$ cat config.mk
export PLATFORM = sky130hd
export DESIGN_NAME = pulse_width_byte_transmitter
export DESIGN_NICKNAME = d
export VERILOG_FILES = /design/src/rtl/pwbt_pkg.sv /design/src/rtl/pwbt_cfg.sv /design/src/rtl/pwbt_front.sv /design/src/rtl/pwbt_queue.sv /design/src/rtl/pwbt_back.sv /design/src/rtl/pulse_width_byte_transmitter.sv
export SDC_FILE = /design/constraint.sdc
export NUM_CORES = 1
export LEC_CHECK = 0
export BUFFER_PORTS_ARGS = -buffer_cell sky130_fd_sc_hd__buf_4
export CORE_UTILIZATION = 47
export DETAILED_ROUTE_END_ITERATION = 16
export HOLD_SLACK_MARGIN = 0.1
export PLACE_DENSITY = 0.72
export SYNTH_ARGS = -nofsm -noshare
export SYNTH_HDL_FRONTEND = slang
export SYNTH_SLANG_ARGS = --single-unit
$ cat constraint.sdc
create_clock -name clk -period 6.2 [get_ports clk]
set_clock_uncertainty 0.1 [all_clocks]
set_input_delay 0.62 -clock clk [delete_from_list [all_inputs] [get_ports clk]]
set_output_delay 0.62 -clock clk [all_outputs]
set_load 0.1 [all_outputs]
$ cat src/rtl/pwbt_pkg.sv
`timescale 1ns / 1ps
// ----------------------------------------------------------------------------
// pwbt_pkg - shared definitions for the pulse-width byte transmitter
// Command codes, register indexes, reset values and the types that pass
// between the front end, the request queue and the waveform engine.
// ----------------------------------------------------------------------------
package pwbt_pkg;

	// command field codes
	localparam logic CMD_LOAD = 1'b0;
	localparam logic CMD_TICK = 1'b1;

	// configuration register indexes
	localparam int unsigned CFG_IDX_W = 2;
	localparam logic [CFG_IDX_W-1:0] CFG_PULSE_TICKS   = 2'd0;
	localparam logic [CFG_IDX_W-1:0] CFG_LONG_MULTIPLE = 2'd1;
	localparam logic [CFG_IDX_W-1:0] CFG_GAP_MULTIPLE  = 2'd2;
	localparam logic [CFG_IDX_W-1:0] CFG_REPEAT_COUNT  = 2'd3;

	// register widths
	localparam int unsigned PT_W   = 12;
	localparam int unsigned LM_W   = 4;
	localparam int unsigned GM_W   = 6;
	localparam int unsigned RC_W   = 8;
	localparam int unsigned CFG_W  = 12;
	localparam int unsigned BYTE_W = 8;

	// reset values
	localparam logic [PT_W-1:0] PT_RST = 12'd350;
	localparam logic [LM_W-1:0] LM_RST = 4'd3;
	localparam logic [GM_W-1:0] GM_RST = 6'd31;
	localparam logic [RC_W-1:0] RC_RST = 8'd10;

	// segment tick counter: holds up to 4095 * 63
	localparam int unsigned SEG_W = 18;

	// default number of data bits per frame
	localparam int unsigned DATA_BITS_DEF = 8;

	// request queue depth
	localparam int unsigned QUEUE_DEPTH = 2;

	typedef struct packed {
		logic              is_tick;
		logic [BYTE_W-1:0] data;
	} item_t;

	typedef struct packed {
		logic [SEG_W-1:0] short_len;
		logic [SEG_W-1:0] long_len;
		logic [SEG_W-1:0] gap_len;
	} lens_t;

endpackage

$ cat src/rtl/pwbt_cfg.sv
`timescale 1ns / 1ps
// ----------------------------------------------------------------------------
// pwbt_cfg - configuration registers
// Holds the four timing registers and keeps registered segment lengths
// (short, long, gap) with zero treated as one.
// ----------------------------------------------------------------------------
module pwbt_cfg (
	input  logic                          clk,
	input  logic                          arst_n,
	input  logic                          cfg_we,
	input  logic [pwbt_pkg::CFG_IDX_W-1:0] cfg_index,
	input  logic [pwbt_pkg::CFG_W-1:0]     cfg_data,
	output pwbt_pkg::lens_t               lens,
	output logic [pwbt_pkg::RC_W-1:0]      repeat_count
);

	logic [pwbt_pkg::PT_W-1:0] pt_q;
	logic [pwbt_pkg::LM_W-1:0] lm_q;
	logic [pwbt_pkg::GM_W-1:0] gm_q;
	logic [pwbt_pkg::RC_W-1:0] rc_q;
	pwbt_pkg::lens_t           lens_q;

	logic [pwbt_pkg::PT_W-1:0] pt_eff;
	logic [pwbt_pkg::LM_W-1:0] lm_eff;
	logic [pwbt_pkg::GM_W-1:0] gm_eff;

	always_ff @(posedge clk or negedge arst_n) begin
		if (!arst_n) begin
			pt_q <= pwbt_pkg::PT_RST;
			lm_q <= pwbt_pkg::LM_RST;
			gm_q <= pwbt_pkg::GM_RST;
			rc_q <= pwbt_pkg::RC_RST;
		end else if (cfg_we) begin
			case (cfg_index)
				pwbt_pkg::CFG_PULSE_TICKS:   pt_q <= cfg_data[pwbt_pkg::PT_W-1:0];
				pwbt_pkg::CFG_LONG_MULTIPLE: lm_q <= cfg_data[pwbt_pkg::LM_W-1:0];
				pwbt_pkg::CFG_GAP_MULTIPLE:  gm_q <= cfg_data[pwbt_pkg::GM_W-1:0];
				pwbt_pkg::CFG_REPEAT_COUNT:  rc_q <= cfg_data[pwbt_pkg::RC_W-1:0];
				default: ;
			endcase
		end
	end

	// zero acts as one
	assign pt_eff = (pt_q == '0) ? pwbt_pkg::PT_W'(1) : pt_q;
	assign lm_eff = (lm_q == '0) ? pwbt_pkg::LM_W'(1) : lm_q;
	assign gm_eff = (gm_q == '0) ? pwbt_pkg::GM_W'(1) : gm_q;

	always_ff @(posedge clk) begin
		lens_q.short_len <= pwbt_pkg::SEG_W'(pt_eff);
		lens_q.long_len  <= pwbt_pkg::SEG_W'(pt_eff) * pwbt_pkg::SEG_W'(lm_eff);
		lens_q.gap_len   <= pwbt_pkg::SEG_W'(pt_eff) * pwbt_pkg::SEG_W'(gm_eff);
	end

	assign lens         = lens_q;
	assign repeat_count = rc_q;

endmodule

$ cat src/rtl/pwbt_front.sv
`timescale 1ns / 1ps
// ----------------------------------------------------------------------------
// pwbt_front - request intake
// Registers each accepted request, tags it as load or tick and hands it
// to the request queue.
// ----------------------------------------------------------------------------
module pwbt_front (
	input  logic                        clk,
	input  logic                        arst_n,
	input  logic                        in_valid,
	output logic                        in_ready,
	input  logic                        command,
	input  logic [pwbt_pkg::BYTE_W-1:0] data_byte,
	input  logic                        q_full,
	output logic                        push,
	output pwbt_pkg::item_t             push_item
);

	logic            valid_s1;
	pwbt_pkg::item_t item_s1;

	assign push     = valid_s1 && !q_full;
	assign in_ready = !valid_s1 || !q_full;

	always_ff @(posedge clk or negedge arst_n) begin
		if (!arst_n) begin
			valid_s1 <= 1'b0;
		end else if (in_ready) begin
			valid_s1 <= in_valid;
		end
	end

	always_ff @(posedge clk) begin
		if (in_ready && in_valid) begin
			item_s1.is_tick <= (command == pwbt_pkg::CMD_TICK);
			item_s1.data    <= data_byte;
		end
	end

	assign push_item = item_s1;

endmodule

$ cat src/rtl/pwbt_queue.sv
`timescale 1ns / 1ps
// ----------------------------------------------------------------------------
// pwbt_queue - request queue
// Short FIFO between intake and the waveform engine so that each side
// stalls on its own.
// ----------------------------------------------------------------------------
module pwbt_queue (
	input  logic            clk,
	input  logic            arst_n,
	input  logic            push,
	input  pwbt_pkg::item_t push_item,
	output logic            full,
	input  logic            pop,
	output logic            head_valid,
	output pwbt_pkg::item_t head_item
);

	localparam int unsigned DEPTH = pwbt_pkg::QUEUE_DEPTH;
	localparam int unsigned PTR_W = (DEPTH > 1) ? $clog2(DEPTH) : 1;
	localparam int unsigned CNT_W = $clog2(DEPTH + 1);

	pwbt_pkg::item_t   slot_q [DEPTH];
	logic [PTR_W-1:0]  wr_ptr_q;
	logic [PTR_W-1:0]  rd_ptr_q;
	logic [CNT_W-1:0]  count_q;

	assign full       = (count_q == CNT_W'(DEPTH));
	assign head_valid = (count_q != '0);
	assign head_item  = slot_q[rd_ptr_q];

	always_ff @(posedge clk or negedge arst_n) begin
		if (!arst_n) begin
			wr_ptr_q <= '0;
			rd_ptr_q <= '0;
			count_q  <= '0;
		end else begin
			if (push) begin
				wr_ptr_q <= (wr_ptr_q == PTR_W'(DEPTH - 1)) ? '0 : wr_ptr_q + 1'b1;
			end
			if (pop) begin
				rd_ptr_q <= (rd_ptr_q == PTR_W'(DEPTH - 1)) ? '0 : rd_ptr_q + 1'b1;
			end
			if (push && !pop) begin
				count_q <= count_q + 1'b1;
			end else if (pop && !push) begin
				count_q <= count_q - 1'b1;
			end
		end
	end

	always_ff @(posedge clk) begin
		if (push) begin
			slot_q[wr_ptr_q] <= push_item;
		end
	end

endmodule

$ cat src/rtl/pwbt_back.sv
`timescale 1ns / 1ps
// ----------------------------------------------------------------------------
// pwbt_back - waveform engine
// Executes one queued request per cycle against the frame sequencer while the
// output register is empty or being read, and places pin level and status there.
// ----------------------------------------------------------------------------
module pwbt_back #(
	parameter int unsigned DATA_BITS = pwbt_pkg::DATA_BITS_DEF
) (
	input  logic                      clk,
	input  logic                      arst_n,
	input  logic                      head_valid,
	input  pwbt_pkg::item_t           head_item,
	output logic                      pop,
	input  pwbt_pkg::lens_t           lens,
	input  logic [pwbt_pkg::RC_W-1:0] repeat_count,
	output logic                      out_valid,
	input  logic                      out_ready,
	output logic                      line_level,
	output logic                      busy_res,
	output logic                      done_res
);

	localparam int unsigned BP_W  = (DATA_BITS > 1) ? $clog2(DATA_BITS) : 1;
	localparam int unsigned EXT_W = (DATA_BITS > pwbt_pkg::BYTE_W) ? DATA_BITS
	                                                               : pwbt_pkg::BYTE_W;
	localparam int unsigned SEG_W = pwbt_pkg::SEG_W;

	localparam logic [1:0] PH_IDLE  = 2'd0;
	localparam logic [1:0] PH_START = 2'd1;
	localparam logic [1:0] PH_DATA  = 2'd2;
	localparam logic [1:0] PH_GAP   = 2'd3;

	logic [pwbt_pkg::BYTE_W-1:0] held_q, held_d;
	logic [DATA_BITS-1:0]        shift_q, shift_d;
	logic [SEG_W-1:0]            cnt_q, cnt_d;
	logic [BP_W-1:0]             bit_q, bit_d;
	logic [1:0]                  phase_q, phase_d;
	logic                        high_q, high_d;
	logic [pwbt_pkg::RC_W-1:0]   rep_q, rep_d;
	logic                        active_q, active_d;

	logic                        out_valid_q;
	logic                        level_q, busy_q, done_q;
	logic                        level_d, busy_d, done_d;

	logic [EXT_W-1:0]            held_ext;
	logic [SEG_W-1:0]            seg_len;
	logic [SEG_W-1:0]            cnt_inc;
	logic                        seg_end;
	logic                        is_long;

	assign pop      = head_valid && (!out_valid_q || out_ready);
	assign held_ext = EXT_W'(held_q);
	assign cnt_inc  = cnt_q + 1'b1;

	always_comb begin
		if (phase_q == PH_START) begin
			is_long = high_q;
		end else begin
			is_long = (shift_q[DATA_BITS-1] == high_q);
		end
		if (phase_q == PH_GAP) begin
			seg_len = lens.gap_len;
		end else if (is_long) begin
			seg_len = lens.long_len;
		end else begin
			seg_len = lens.short_len;
		end
	end

	assign seg_end = (cnt_inc >= seg_len);

	always_comb begin
		held_d   = held_q;
		shift_d  = shift_q;
		cnt_d    = cnt_q;
		bit_d    = bit_q;
		phase_d  = phase_q;
		high_d   = high_q;
		rep_d    = rep_q;
		active_d = active_q;
		level_d  = 1'b0;
		busy_d   = active_q;
		done_d   = 1'b0;

		if (pop) begin
			if (!head_item.is_tick) begin
				// load is dropped while a transmission runs
				if (!active_q) begin
					held_d   = head_item.data;
					cnt_d    = '0;
					bit_d    = '0;
					phase_d  = PH_START;
					high_d   = 1'b1;
					rep_d    = (repeat_count == '0) ? '0 : repeat_count - 1'b1;
					active_d = 1'b1;
				end
				busy_d = 1'b1;
			end else if (active_q) begin
				level_d = (phase_q == PH_GAP) ? 1'b0 : high_q;
				cnt_d   = cnt_inc;
				if (seg_end) begin
					cnt_d = '0;
					case (phase_q)
						PH_START: begin
							if (high_q) begin
								high_d = 1'b0;
							end else begin
								phase_d = PH_DATA;
								high_d  = 1'b1;
								bit_d   = '0;
								shift_d = held_ext[DATA_BITS-1:0];
							end
						end
						PH_DATA: begin
							if (high_q) begin
								high_d = 1'b0;
							end else if (bit_q == BP_W'(DATA_BITS - 1)) begin
								bit_d   = '0;
								phase_d = PH_GAP;
							end else begin
								bit_d   = bit_q + 1'b1;
								shift_d = shift_q << 1;
								high_d  = 1'b1;
							end
						end
						PH_GAP: begin
							if (rep_q == '0) begin
								done_d   = 1'b1;
								active_d = 1'b0;
								phase_d  = PH_IDLE;
								high_d   = 1'b0;
							end else begin
								rep_d   = rep_q - 1'b1;
								phase_d = PH_START;
								high_d  = 1'b1;
							end
						end
						default: ;
					endcase
				end
			end
		end
	end

	always_ff @(posedge clk or negedge arst_n) begin
		if (!arst_n) begin
			held_q      <= '0;
			shift_q     <= '0;
			cnt_q       <= '0;
			bit_q       <= '0;
			phase_q     <= PH_IDLE;
			high_q      <= 1'b0;
			rep_q       <= '0;
			active_q    <= 1'b0;
			out_valid_q <= 1'b0;
		end else begin
			held_q   <= held_d;
			shift_q  <= shift_d;
			cnt_q    <= cnt_d;
			bit_q    <= bit_d;
			phase_q  <= phase_d;
			high_q   <= high_d;
			rep_q    <= rep_d;
			active_q <= active_d;
			if (pop) begin
				out_valid_q <= 1'b1;
			end else if (out_ready) begin
				out_valid_q <= 1'b0;
			end
		end
	end

	always_ff @(posedge clk) begin
		if (pop) begin
			level_q <= level_d;
			busy_q  <= busy_d;
			done_q  <= done_d;
		end
	end

	assign out_valid  = out_valid_q;
	assign line_level = level_q;
	assign busy_res   = busy_q;
	assign done_res   = done_q;

`ifndef SYNTHESIS
	// a finished transmission was busy on its last tick
	a_done_busy: assert property (@(posedge clk) disable iff (!arst_n)
		(out_valid_q && done_q) |-> busy_q)
		else $error("done reported without busy");

	// sequencer is parked whenever no transmission runs
	a_idle_phase: assert property (@(posedge clk) disable iff (!arst_n)
		!active_q |-> (phase_q == PH_IDLE && !high_q))
		else $error("phase not idle while inactive");

	// the pin is never driven high outside a transmission
	a_level_busy: assert property (@(posedge clk) disable iff (!arst_n)
		(out_valid_q && line_level) |-> busy_q)
		else $error("pin high while idle");

	// a done tick leaves the engine idle
	a_done_idle: assert property (@(posedge clk) disable iff (!arst_n)
		(pop && done_d) |=> !active_q)
		else $error("still active after done");
`endif

endmodule

$ cat src/rtl/pulse_width_byte_transmitter.sv
`timescale 1ns / 1ps
// ----------------------------------------------------------------------------
// pulse_width_byte_transmitter - pulse-width coded OOK byte transmitter
// Accepts load and tick requests and returns one pin-level result per
// request; the frame repeats a configurable number of times.
// ----------------------------------------------------------------------------
// Each request returns exactly one result. A load request (command 0) latches
// data_byte and starts a transmission unless one is already running, in which
// case it is ignored; its result is level 0, busy 1, done 0. A tick request
// (command 1) advances the waveform one tick and returns the pin level for
// that tick. A frame is a start symbol (long high, short low), DATA_BITS data
// bits MSB first (1 = long high/short low, 0 = short high/long low) and a low
// gap of gap_multiple base pulses; data bits above bit 7 are sent as 0. The
// frame is sent repeat_count times and done_res flags the final gap tick.
// Register indexes: 0 pulse_ticks, 1 long_multiple, 2 gap_multiple,
// 3 repeat_count; a zero value acts as one. Write registers only while no
// request is in flight; a timing change during a transmission applies once
// the registered segment lengths update, repeat_count only at the next load.
// Rate: one request per clock sustained while out_ready keeps the output
// register drained; a request's result passes the intake stage, then the queue,
// then the engine output register. The engine's per-tick compare of the segment
// counter against a registered segment length sets the cycle time.
// ----------------------------------------------------------------------------
module pulse_width_byte_transmitter #(
	parameter int unsigned DATA_BITS = pwbt_pkg::DATA_BITS_DEF
) (
	input  logic                           clk,
	input  logic                           arst_n,
	input  logic                           cfg_we,
	input  logic [pwbt_pkg::CFG_IDX_W-1:0] cfg_index,
	input  logic [pwbt_pkg::CFG_W-1:0]     cfg_data,
	input  logic                           in_valid,
	output logic                           in_ready,
	input  logic                           command,
	input  logic [pwbt_pkg::BYTE_W-1:0]    data_byte,
	output logic                           out_valid,
	input  logic                           out_ready,
	output logic                           line_level,
	output logic                           busy_res,
	output logic                           done_res
);

	pwbt_pkg::lens_t           lens;
	logic [pwbt_pkg::RC_W-1:0] repeat_count;
	logic                      q_full;
	logic                      push;
	pwbt_pkg::item_t           push_item;
	logic                      pop;
	logic                      head_valid;
	pwbt_pkg::item_t           head_item;

	// timing registers and precomputed segment lengths
	pwbt_cfg u_cfg (
		.clk          (clk),
		.arst_n       (arst_n),
		.cfg_we       (cfg_we),
		.cfg_index    (cfg_index),
		.cfg_data     (cfg_data),
		.lens         (lens),
		.repeat_count (repeat_count)
	);

	// intake: registers and tags each request
	pwbt_front u_front (
		.clk       (clk),
		.arst_n    (arst_n),
		.in_valid  (in_valid),
		.in_ready  (in_ready),
		.command   (command),
		.data_byte (data_byte),
		.q_full    (q_full),
		.push      (push),
		.push_item (push_item)
	);

	// decouples intake from the engine
	pwbt_queue u_queue (
		.clk        (clk),
		.arst_n     (arst_n),
		.push       (push),
		.push_item  (push_item),
		.full       (q_full),
		.pop        (pop),
		.head_valid (head_valid),
		.head_item  (head_item)
	);

	// frame sequencer and output register
	pwbt_back #(
		.DATA_BITS (DATA_BITS)
	) u_back (
		.clk          (clk),
		.arst_n       (arst_n),
		.head_valid   (head_valid),
		.head_item    (head_item),
		.pop          (pop),
		.lens         (lens),
		.repeat_count (repeat_count),
		.out_valid    (out_valid),
		.out_ready    (out_ready),
		.line_level   (line_level),
		.busy_res     (busy_res),
		.done_res     (done_res)
	);

endmodule
==> impl_metrics.py <==
metrics = {
    "clock_tree": {
        "cts.clk_slew.worst_paths_ns": 0.07,
        "clock_latency_ns": 0.44,
        "postCtsSetupBuffers": 0,
        "clock_sinks": 161,
        "cts.htree.levels": 4,
        "clockBufferDepth": 2,
        "cts_tree": "built",
        "numCtsBuffers": 17,
        "ctsResizeCount": 0,
        "cts-root-buf": "clkbuf_16",
    },
    "yosys": {
        "avgSynthCellArea_um2": 10.1,
        "synth_commonest_cells": "inv_1 (99), nand2_1 (92), ha_1 (77)",
        "yosysTopAreaCell": "dfrtp_1",
        "ys_top_cells_by_area": "dfrtp_1 (16%), fa_1 (11%), ha_1 (8.9%), dfxtp_1 (8.5%), edfxtp_1 (8.3%)",
        "ys_warn_count": 0,
        "synth_top_area_share_pct": 16.1,
        "syn_area_um2": 10900,
        "synth_most_common_cell": "inv_1",
        "synthCells": 1078,
        "yosysSeqAreaShare_pct": 36.5,
        "yosysUniqueCellTypes": 72,
        "muxShareOfSynthArea_pct": 7.70,
        "synth_edf_count": 30,
        "synth_fa_ha_area_share_pct": 20.1,
        "ys.flop_type": "dfrtp_1",
        "ys_ff_latch": 161,
        "async_flop_share_pct": 52.8,
        "syn-num-nets": 1244,
        "synth-simple-area-share_pct": 16.1,
        "synth_compound_area_share_pct": 10.1,
        "synth_xor_area_share_pct": 4.11,
        "synth_top_family_by_area": "adder cells",
    },
    "min_path": {
        "holdPathStages": 1,
        "min_path_type": "input port to flip-flop",
        "min_to": "u_front.push_item[2]$_DFFE_PP_",
        "min-delay-start": "data_byte[2]",
    },
    "global_routing": {
        "antenna_found_initial": 0,
        "grt_max_degree": 49,
        "grt_pass1_wl_um": 37600,
        "grt_pass1_vias": 7518,
        "grt_remaining_overflow": 0,
        "grt_use_total_pct": 20.1,
    },
    "final_layout": {
        "ff_latch_area_um2": 3970,
        "area_growth_syn_to_layout_pct": 9.78,
        "num-fill-cells": 1967,
        "fin_nets": 1250,
        "multi_input_area_um2": 6320,
        "fin_util_pct": 52.7,
        "layout-drive-gt1-share_pct": 13.4,
        "antenna-diode-count": 0,
    },
    "power": {
        "pwr-share-comb_pct": 54.6,
        "p_leak_nw": 5.44,
        "power_frac_seq_pct": 27.8,
        "pwr-share-clk_pct": 17.6,
        "p_int_w": 0.00347,
        "ir_drop_mv": 0.359,
        "powerDensity_nw_per_um2": 513,
        "power_switching_w": 0.00265,
        "power.share.switching_pct": 43.3,
    },
    "routing": {
        "wl_um": 22500,
        "ant_nets": 0,
        "drc": 0,
        "first_pass_iters": 7,
        "avgViaCountPerCell": 5.37,
        "drtIter0Drc": 479,
        "wire_per_inst_um": 16.3,
        "via_count": 7423,
    },
    "run_status": {
        "status": "finished clean",
    },
    "flow_run": {
        "cap_violations": 0,
    },
    "sta": {
        "tightest_slew_ns": 0.996,
        "fmax_mhz": 197,
        "finalHoldViolations": 0,
        "setup_viol": 0,
        "drv_slew": 0,
        "final.min_clock_period_ns": 5.08,
        "fin_crit_sh_pct": 81.9,
        "relSlewSlack_pct": 33.3,
        "tns_ns": 0,
        "rsz0062_at_grt": "false",
    },
    "setup_path": {
        "startpoint": "u_cfg.gm_q[3]$_DFFE_PN1P_",
        "end_kind": "flip-flop",
        "r2r.worst_path.cells": 15,
        "rrSetupSlack_ns": 1.12,
        "startpoint_type": "flip-flop",
        "rr_endpoint": "u_cfg.lens[13]$_DFF_P_",
        "critPathKind": "flip-flop to flip-flop",
        "cpMostUsedCell": "fa_1",
        "cpPeakStageDelay_ns": 0.70,
        "cp_data_required_time_ns": 6.46,
        "worstPathMaxFanout": 14,
        "slowest_stage": "a21oi_1",
        "rr_startpoint": "u_cfg.gm_q[3]$_DFFE_PN1P_",
        "crit_arrival_ns": 5.33,
        "path_cells": "nor3_1 > a21oi_1 > nor2b_1 > fa_1 > fa_1 > inv_1 > fa_1 > inv_1 > ha_1 > o21ai_1 > nor2_1 > a211oi_1 > o21bai_1 > a21oi_1 > xnor2_1",
    },
    "floorplan": {
        "top_level_ports": 33,
        "dieArea_um2": 23700,
        "die_w_um": 154,
        "dieHeight_um": 154,
        "core_area_um2": 22600,
        "rows": 55,
        "start_util_pct": 48.0,
    },
    "place": {
        "portBuffers": 32,
        "hpwl_um": 17000,
        "gp_congestion": 0.873,
    },
}
-- worst max-delay path: cells and delay by family (launching register included) --
family | cells | cell delay (ns)
DFF | 1 | 0.65
buffers and inverters | 2 | 0.09
adders and majority gates | 4 | 1.82
and+or+nand+nor | 3 | 0.32
xor gates and xnor gates | 1 | 0.14
AOI/OAI and AO/OA | 5 | 1.88
-- routing by layer --
layer  vias to the layer above  wire, µm  global-route usage (%)  share of wire, %
met5                         -         0                       0                 0
met1                      3616     10500                    26.0                47
met4                         0       308                    5.14               1.4
met3                        24       701                    3.61               3.1
met2                       135     11000                    34.6                49
li1                       3648         -                       -                 -
-- power groups by stage --
stage / clock network, W / registers [W] / logic (W)
4_1_cts: 0.00109 / 0.00170 / 0.00337
2_1_floorplan: 0 / 0.00162 / 0.00263
6_report: 0.00108 / 0.00170 / 0.00334
3_3_place_gp: 0 / 0.00171 / 0.00326
5_1_grt: 0.00114 / 0.00174 / 0.00378
3_5_place_dp: 0 / 0.00172 / 0.00335
-- registers in the layout (all words and copies together) (netlist names), 2 cells and up --
name and flops:
u_back.bit_q 3, u_back.cnt_q 18, u_back.held_ext 8, u_back.phase_q 2
u_back.rep_q 8, u_back.shift_q 8, u_cfg.gm_q 6, u_cfg.lens 46
u_cfg.lm_q 4, u_cfg.pt_q 12, u_cfg.repeat_count 8, u_front.push_item 9
u_queue.count_q 2, u_queue.slot_q 18
-- cell families (layout without fill, tap and decap cells) --
| logic type | after synthesis | count (layout) |
|---|---|---|
| xor gates and xnor gates | 51 | 51 |
| and+or+nand+nor | 336 | 336 |
| AOI/OAI and AO/OA | 164 | 164 |
| muxes | 74 | 74 |
| buffers and inverters | 154 | 173 |
| DFF | 161 | 161 |
| adders and majority gates | 138 | 138 |
-- how the worst max path moves through the flow --
stage          slack, ns  cells past startpoint                endpoint
3_3_place_gp        1.29                     15  u_cfg.lens[17]$_DFF_P_
6_report            1.12                     15  u_cfg.lens[13]$_DFF_P_
4_1_cts             1.21                     15  u_cfg.lens[17]$_DFF_P_
3_5_place_dp        1.24                     15  u_cfg.lens[17]$_DFF_P_
2_1_floorplan       1.85                     15  u_cfg.lens[17]$_DFF_P_
5_1_grt             0.84                     15  u_cfg.lens[13]$_DFF_P_
-- placed cells by master (no fill, tap or decap), drive strengths merged, types with 43 or more instances in the layout --
| cell | Yosys | routed |
|---|---|---|
| a21oi | 43 | 43 |
| and2 | 70 | 70 |
| dfrtp | 70 | 70 |
| dfxtp | 46 | 46 |
| fa | 61 | 61 |
| ha | 77 | 77 |
| inv | 101 | 108 |
| mux2 | 52 | 52 |
| nand2 | 92 | 92 |
| nor2 | 57 | 57 |
-- timing repair --
action                                  in CTS  in global routing
endpoints found under the setup margin       0                  0
hold endpoints to repair                    37                  0
hold buffers                                 1                  0
-- cell type report --
type / count / share of cell area, %
multi-input combinational: 763 / 53.0
sequential: 161 / 33.2
clock buffer: 18 / 3.60
inverter: 101 / 3.18
tap: 285 / 2.99
timing repair buffer: 40 / 2.54
clock inverter: 14 / 1.45
-- through the flow --
| step | hold WS [ns] | total power [W] | worst slack, ns | std cells | instance area, µm² |
|---|---|---|---|---|---|
| final | 0.260 | 0.00612 | 1.12 | 1382 | 11900 |
| after global routing | 0.240 | 0.00667 | 0.841 | 1382 | 11900 |
| after CTS | 0.246 | 0.00616 | 1.21 | 1382 | 11900 |
| after detailed placement | 0.330 | 0.00507 | 1.24 | 1349 | 11300 |
| after global placement | 0.324 | 0.00497 | 1.29 | 1349 | 11300 |
| after floorplan | 0.224 | 0.00425 | 1.85 | 1078 | 10900 |
No activity file was read; power rests on OpenSTA's default activity.
